`src/design/bdpt_pkg.sv`:
```
`default_nettype none
// ---------------------------------------------------------------------------
// bdpt_pkg
// Shared types and constants for the button debounce and press timer.
// ---------------------------------------------------------------------------
package bdpt_pkg;

  localparam int unsigned COUNT_W = 8;
  localparam int unsigned PHASE_W = 10;
  localparam int unsigned DSEC_W  = 8;
  localparam int unsigned APB_DW  = 32;
  localparam int unsigned APB_AW  = 3;

  localparam logic [COUNT_W-1:0] DEBOUNCE_TICKS_RST = 8'd10;
  localparam logic [PHASE_W-1:0] TICKS_PER_DSEC_RST = 10'd100;

  // Register index, taken from paddr[2]
  localparam logic REG_DEBOUNCE_TICKS = 1'b0;
  localparam logic REG_TICKS_PER_DSEC = 1'b1;

  typedef enum logic [1:0] {
    EV_NONE     = 2'd0,
    EV_RELEASED = 2'd1,
    EV_PRESSED  = 2'd2
  } event_t;

endpackage : bdpt_pkg
`default_nettype wire

```
`src/design/button_debounce_press_timer_unit.sv`:
```
`default_nettype none
// ---------------------------------------------------------------------------
// button_debounce_press_timer_unit
// Integrating debounce of an active-low button with a decisecond press timer.
// ---------------------------------------------------------------------------
// Each input item is one millisecond tick carrying the raw pin level
// (0 = pressed). An integrating counter rises while the sample disagrees with
// the debounced state and decays while it agrees; on reaching debounce_ticks
// the state flips and a change event is reported. A modulo-256 decisecond
// clock, advanced every ticks_per_decisecond items, timestamps each press, so
// every result carries the held time and, on the release item, the last held
// duration. Exactly one result per item. An item passes an input register and
// then the state update, which writes the result register. One item is
// taken every cycle while the result channel does not stall. Registers:
// debounce_ticks at 0x0 (reset 10), ticks_per_decisecond at 0x4 (reset 100);
// write them only while idle.
module button_debounce_press_timer_unit
  import bdpt_pkg::*;
(
  input  wire logic              clk,
  input  wire logic              rst_n,
  // tick channel
  input  wire logic              in_valid,
  output logic                   in_stall,
  input  wire logic              in_button_level,
  // result channel
  output logic                   out_valid,
  input  wire logic              out_stall,
  output logic [1:0]             out_change_event,
  output logic                   out_is_pressed,
  output logic [DSEC_W-1:0]      out_held_decisec,
  output logic [DSEC_W-1:0]      out_release_decisec,
  // configuration
  input  wire logic              psel,
  input  wire logic              penable,
  input  wire logic              pwrite,
  input  wire logic [APB_AW-1:0] paddr,
  input  wire logic [APB_DW-1:0] pwdata,
  output logic [APB_DW-1:0]      prdata,
  output logic                   pready
);

  // configuration registers
  logic [COUNT_W-1:0] debounce_ticks_r;
  logic [PHASE_W-1:0] ticks_per_dsec_r;

  // input stage
  logic s1_valid_r;
  logic s1_level_r;

  // block state
  logic [COUNT_W-1:0] bounce_count_r, bounce_count_nxt;
  logic               deb_level_r, deb_level_nxt;
  logic [PHASE_W-1:0] tick_phase_r, tick_phase_nxt;
  logic [DSEC_W-1:0]  dsec_clock_r, dsec_clock_nxt;
  logic [DSEC_W-1:0]  press_start_r, press_start_nxt;
  logic [DSEC_W-1:0]  last_held_r, last_held_nxt;

  // result register
  logic               out_valid_r;
  event_t             event_r, event_nxt;
  logic               pressed_r;
  logic [DSEC_W-1:0]  held_r, held_nxt;
  logic [DSEC_W-1:0]  release_r, release_nxt;

  logic s1_advance;
  logic cfg_write;

  logic               sample;
  logic [COUNT_W-1:0] thresh;
  logic [COUNT_W-1:0] count_step;
  logic [DSEC_W-1:0]  held_raw;
  logic [PHASE_W:0]   phase_inc;

  assign s1_advance = s1_valid_r && !(out_valid_r && out_stall);
  assign in_stall   = s1_valid_r && !s1_advance;
  assign cfg_write  = psel && penable && pwrite && pready;
  assign pready     = 1'b1;

  always_comb begin
    unique case (paddr[2])
      REG_DEBOUNCE_TICKS: prdata = {{(APB_DW-COUNT_W){1'b0}}, debounce_ticks_r};
      REG_TICKS_PER_DSEC: prdata = {{(APB_DW-PHASE_W){1'b0}}, ticks_per_dsec_r};
      default:            prdata = '0;
    endcase
  end

  // per-tick update
  always_comb begin
    sample           = ~s1_level_r;
    thresh           = (debounce_ticks_r == '0) ? COUNT_W'(1) : debounce_ticks_r;
    deb_level_nxt    = deb_level_r;
    press_start_nxt  = press_start_r;
    event_nxt        = EV_NONE;
    held_nxt         = '0;
    release_nxt      = '0;

    if (sample == deb_level_r) begin
      count_step = (bounce_count_r != '0) ? bounce_count_r - COUNT_W'(1) : '0;
    end else begin
      count_step = (bounce_count_r != '1) ? bounce_count_r + COUNT_W'(1) : bounce_count_r;
    end

    bounce_count_nxt = count_step;
    if (count_step >= thresh) begin
      bounce_count_nxt = '0;
      if (sample != deb_level_r) begin
        deb_level_nxt = sample;
        event_nxt     = sample ? EV_PRESSED : EV_RELEASED;
        // stamp one decisecond back so the press item reports 1
        if (sample) begin
          press_start_nxt = dsec_clock_r - DSEC_W'(1);
        end
      end
    end

    held_raw = dsec_clock_r - press_start_nxt;
    if (deb_level_nxt) begin
      held_nxt = (held_raw == '0) ? DSEC_W'(1) : held_raw;
    end

    if (held_nxt == '0 && last_held_r != '0) begin
      release_nxt   = last_held_r;
      last_held_nxt = '0;
    end else begin
      last_held_nxt = held_nxt;
    end

    phase_inc = {1'b0, tick_phase_r} + (PHASE_W+1)'(1);
    if (phase_inc >= {1'b0, ticks_per_dsec_r}) begin
      tick_phase_nxt = '0;
      dsec_clock_nxt = dsec_clock_r + DSEC_W'(1);
    end else begin
      tick_phase_nxt = phase_inc[PHASE_W-1:0];
      dsec_clock_nxt = dsec_clock_r;
    end
  end

  always_ff @(posedge clk) begin
    if (!rst_n) begin
      debounce_ticks_r <= DEBOUNCE_TICKS_RST;
      ticks_per_dsec_r <= TICKS_PER_DSEC_RST;
    end else if (cfg_write) begin
      unique case (paddr[2])
        REG_DEBOUNCE_TICKS: debounce_ticks_r <= pwdata[COUNT_W-1:0];
        REG_TICKS_PER_DSEC: ticks_per_dsec_r <= pwdata[PHASE_W-1:0];
        default: ;
      endcase
    end
  end

  always_ff @(posedge clk) begin
    if (!rst_n) begin
      s1_valid_r     <= 1'b0;
      out_valid_r    <= 1'b0;
      bounce_count_r <= '0;
      deb_level_r    <= 1'b0;
      tick_phase_r   <= '0;
      dsec_clock_r   <= '0;
      press_start_r  <= '0;
      last_held_r    <= '0;
    end else begin
      // take a new item whenever the input stage frees up
      if (!in_stall) begin
        s1_valid_r <= in_valid;
      end
      if (s1_advance) begin
        out_valid_r    <= 1'b1;
        bounce_count_r <= bounce_count_nxt;
        deb_level_r    <= deb_level_nxt;
        tick_phase_r   <= tick_phase_nxt;
        dsec_clock_r   <= dsec_clock_nxt;
        press_start_r  <= press_start_nxt;
        last_held_r    <= last_held_nxt;
      end else if (!out_stall) begin
        out_valid_r <= 1'b0;
      end
    end
  end

  // payload registers
  always_ff @(posedge clk) begin
    if (!in_stall && in_valid) begin
      s1_level_r <= in_button_level;
    end
    if (s1_advance) begin
      event_r   <= event_nxt;
      pressed_r <= deb_level_nxt;
      held_r    <= held_nxt;
      release_r <= release_nxt;
    end
  end

  assign out_valid           = out_valid_r;
  assign out_change_event    = event_r;
  assign out_is_pressed      = pressed_r;
  assign out_held_decisec    = held_r;
  assign out_release_decisec = release_r;

endmodule : button_debounce_press_timer_unit
`default_nettype wire

```
`config.mk`:
```
export PLATFORM = sky130hd
export DESIGN_NAME = button_debounce_press_timer_unit
export DESIGN_NICKNAME = d
export VERILOG_FILES = /design/src/design/bdpt_pkg.sv /design/src/design/button_debounce_press_timer_unit.sv
export SDC_FILE = /design/constraint.sdc
export NUM_CORES = 1
export LEC_CHECK = 0
export ABC_CLOCK_PERIOD_IN_PS = 7300
export BUFFER_PORTS_ARGS = -buffer_cell sky130_fd_sc_hd__buf_2
export CAP_MARGIN = 20
export CORE_MARGIN = 1
export CORE_UTILIZATION = 56
export DETAILED_ROUTE_END_ITERATION = 10
export PLACE_DENSITY = 0.81
export SYNTH_ARGS = -nofsm -noshare
export SYNTH_HDL_FRONTEND = slang
export SYNTH_SLANG_ARGS = --single-unit
```
`constraint.sdc`:
```
create_clock -name clk -period 7.3 [get_ports clk]
set_clock_uncertainty 0.05 [all_clocks]
set_input_delay 1.095 -clock clk [delete_from_list [all_inputs] [get_ports clk]]
set_output_delay 1.095 -clock clk [all_outputs]
set_load 0.005 [all_outputs]
```
==> flow_summary.json <==
{
  "synth_enable_flop_cells": 20,
  "timing.critical_path.to_type": "register",
  "drt-wirelength-per-cell_microns": 13.7,
  "internal_power_mw": 1.30,
  "synth_seq_cells": 83,
  "rows": 34,
  "totalWireLength_microns": 10300,
  "worst_path_max_delay_cell": "sky130_fd_sc_hd__nor2_1",
  "synthTopCellsByArea": "sky130_fd_sc_hd__dfxtp_1 25%, sky130_fd_sc_hd__edfxtp_1 12%, sky130_fd_sc_hd__nand2_1 8.1%",
  "seq_power_share": 0.269,
  "cts_tree": "yes",
  "synthesis.yosys.warnings": 0,
  "place_hpwl_microns": 7540,
  "critPathLaunch": "s1_level_r",
  "numClockSinks": 83,
  "htreeDepth": 3,
  "power_switching_mw": 1.06,
  "startpoint_type": "register",
  "grt_overflow": 0,
  "cellPowerDensity_mw_per_mm2": 435,
  "grt_first_pass_wirelength_microns": 17400,
  "met2_wirelength_microns": 5240,
  "timing.hold.worst.class": "reg2reg",
  "clk_latency_ns": 0.35,
  "timing.reg2reg.worst_path_depth": 24,
  "synthesis.instances": 610,
  "hold_path_depth": 2,
  "clock_power_share": 0.141,
  "die_area_sq_mm": 0.00937,
  "num_vias": 4321,
  "cts_buffer_depth": 2,
  "cp_num_cells": 24,
  "power.share.combinational": 0.590,
  "cp_max_fo": 13,
  "power_mw": 2.36,
  "switching_share": 0.448,
  "slew_headroom": 0.429,
  "critical_path.n_buffers_inverters": 1,
  "start_util": 0.577,
  "post-synth-top-area-cell": "sky130_fd_sc_hd__dfxtp_1",
  "timing.reg2reg.setup_slack_ns": 0.83,
  "synth_flop_cell": "sky130_fd_sc_hd__dfxtp_1",
  "antenna_found_initial": 0,
  "worst_hold_startpoint": "press_start_r[0]",
  "dr.first_iter.drc_count": 177,
  "clk_transition_reported_paths_ns": 0.09,
  "core_sq_mm": 0.00872,
  "place.detailed.instances": 738,
  "max_cap_viol_count": 0,
  "placement.io_buffers": 49,
  "finalWeightedCongestion": 0.902,
  "netlist.area_leader.share": 0.251,
  "run_status": "finished clean",
  "first_pass_iters": 4,
  "hold-worst-slack_ns": 0.421,
  "p_leak_nw": 2.26,
  "synth-async-reset-ratio": 0,
  "final.fill_count": 748,
  "detail_route.vias_per_cell": 5.73,
  "cts-buffers-inserted": 9,
  "critical_path_required_ns": 7.35,
  "hold_fix_buffers_at_cts": 0,
  "synth_area_sq_mm": 0.00503,
  "topRoutingLayerUsed": "met4",
  "fin_cells": 754,
  "areaGrowthSynthToFinish_pct": 7.78,
  "drive_above_1_share": 0.118,
  "mostFrequentLayoutCell": "sky130_fd_sc_hd__nand2_1",
  "register_area_sq_mm": 0.00186,
  "final_cell_mix": "108 x sky130_fd_sc_hd__nand2_1, 63 x sky130_fd_sc_hd__dfxtp_1, 49 x sky130_fd_sc_hd__buf_2",
  "drcViolationCount": 0,
  "maxSlewViolCount": 0,
  "cp_data_arrival_time_ns": 6.52,
  "gr-usage-all-layers": 0.222,
  "met3_wirelength_microns": 332,
  "clk_root_buffer_cell": "sky130_fd_sc_hd__clkbuf_8",
  "io-pin-count": 97,
  "floorplan.die.height_microns": 96.8,
  "multi_input_area_sq_mm": 0.00285,
  "path_class": "reg2reg",
  "drt.antenna.violating_nets": 0,
  "synth.avg_cell_area_sq_um": 8.25,
  "post-cts-setup-buffer-count": 0,
  "grt_pass1_vias": 3932,
  "synth_cell_type_count": 58,
  "timing.final.crit_period_ns": 6.47,
  "fin_setup_tns_ns": 0,
  "rsz0062_at_grt": "no",
  "ctsResizeCount": 0,
  "finalSetupViolations": 0,
  "pin_count_of_the_biggest_net_entering_global_routing": 54,
  "worst_path_largest_cell_delay_ns": 0.58,
  "actual_slew_at_the_worst_max_slew_pin_ns": 0.855,
  "maxClockFrequency_mhz": 154,
  "die_wd_microns": 96.8,
  "crit_family": "simple AND/OR/NAND/NOR gates",
  "finalHoldViolCount": 0,
  "period_share": 0.887,
  "antenna-diode-count": 0,
  "vdd.ir_drop.worst_uv": 258,
  "wl_on_met1_microns": 4590,
  "seq_area_frac_synth": 0.370,
  "finish.net_count": 716,
  "timing.critical_path.cells": "xnor2_1, nor4_1, nand2_1, nand2_1, nor2_1, a211oi_1, ha_1, and3_1, nand2_1, o31a_1, nor2_1, nor2_1, a21oi_1, inv_1, ha_1, nor2b_1, o21ai_1, nand2b_1, and3_1, a211o_1, a221o_1, nor3_1, a2111oi_4, and2_1",
  "timing.rr.start": "s1_level_r"
}
[worst paths after layout]
check | to
max | out_release_decisec[6]
min | press_start_r[0]
max reg2reg | out_release_decisec[6]
min reg2reg | press_start_r[0]
[final cells by class]
type / count / share of cell area
multi-input cells: 465 / 0.526
flip-flops and latches: 83 / 0.343
repair buffers: 51 / 0.0480
well taps: 108 / 0.0249
clock buffers: 9 / 0.0228
inverters: 31 / 0.0214
clock inverters: 7 / 0.0141
[per-stage QoR]
step / setup slack (ns) / area [sq um] / utilization
after detailed placement: 0.869 / 5230 / 0.599
after floorplan: 1.71 / 5110 / -
after CTS: 0.836 / 5430 / 0.622
after global placement: 1.03 / 5230 / 0.599
after global routing: 0.244 / 5430 / 0.622
final: 0.827 / 5430 / 0.622
[cell families after synthesis]
kind of cell,Yosys count,synth area share
AND/OR/NAND/NOR,249,0.230
buffers and inverters,83,0.0793
other,2,0.00149
XOR/XNOR,23,0.0400
multiplexers,4,0.0107
AO/OA/AOI/OAI,133,0.185
flip-flops,83,0.370
adder cells (fa/ha/maj),33,0.0833
[synthesized netlist by cell type (8+ instances only)]
cell                       instances
sky130_fd_sc_hd__nor2_1           40
sky130_fd_sc_hd__buf_4            23
sky130_fd_sc_hd__nor2b_1          10
sky130_fd_sc_hd__edfxtp_1         20
sky130_fd_sc_hd__xnor2_1          13
sky130_fd_sc_hd__clkbuf_1         28
sky130_fd_sc_hd__nand4_1           8
sky130_fd_sc_hd__dfxtp_1          63
sky130_fd_sc_hd__a21o_1            8
sky130_fd_sc_hd__nor3_1           12
sky130_fd_sc_hd__nor4_1           10
sky130_fd_sc_hd__nand3_1          24
sky130_fd_sc_hd__nand2_1         108
sky130_fd_sc_hd__xor2_1           10
sky130_fd_sc_hd__a21oi_1          28
sky130_fd_sc_hd__and2_1           16
sky130_fd_sc_hd__ha_1             31
sky130_fd_sc_hd__inv_1            31
sky130_fd_sc_hd__a21boi_0         15
sky130_fd_sc_hd__o21ai_0          25
[power groups by stage]
stage / Clock (mW) / Combinational, mW / Sequential, mW
final: 0.333 / 1.39 / 0.634
after global routing: 0.364 / 1.54 / 0.645
after CTS: 0.343 / 1.39 / 0.634
after detailed placement: 0 / 1.39 / 0.645
after global placement: 0 / 1.33 / 0.641
after floorplan: 0 / 1.12 / 0.631
[metal layers]
metal / track usage / vias up
met4: 0.0884 / 0
met2: 0.379 / 98
met3: 0.0296 / 13
li1: - / 2141
met1: 0.283 / 2069
met5: 0 / -
[worst reg2reg max path, delay by kind of cell, from the launching register on]
| family | cells | cell delay [ns] |
|---|---|---|
| and+or+nand+nor | 13 | 2.96 |
| AOI/OAI and AO/OA | 7 | 1.82 |
| adders and majority gates | 2 | 0.51 |
| DFF | 1 | 0.49 |
| xor gates and xnor gates | 1 | 0.30 |
| buffers and inverters | 1 | 0.08 |
[flip-flops by register name, summed over array words and instances, names as in the netlist, named ones only]
register,cells
out_is_pressed,1
s1_level_r,1
bounce_count_r,8
press_start_r,7
out_held_decisec,8
dsec_clock_r,8
out_release_decisec,8
s1_valid_r,1
out_valid,1
tick_phase_r,10
ticks_per_dsec_r,10
last_held_r,8
out_change_event,2
deb_level_r,1
debounce_ticks_r,8
Power figures use the tool's default switching activity.
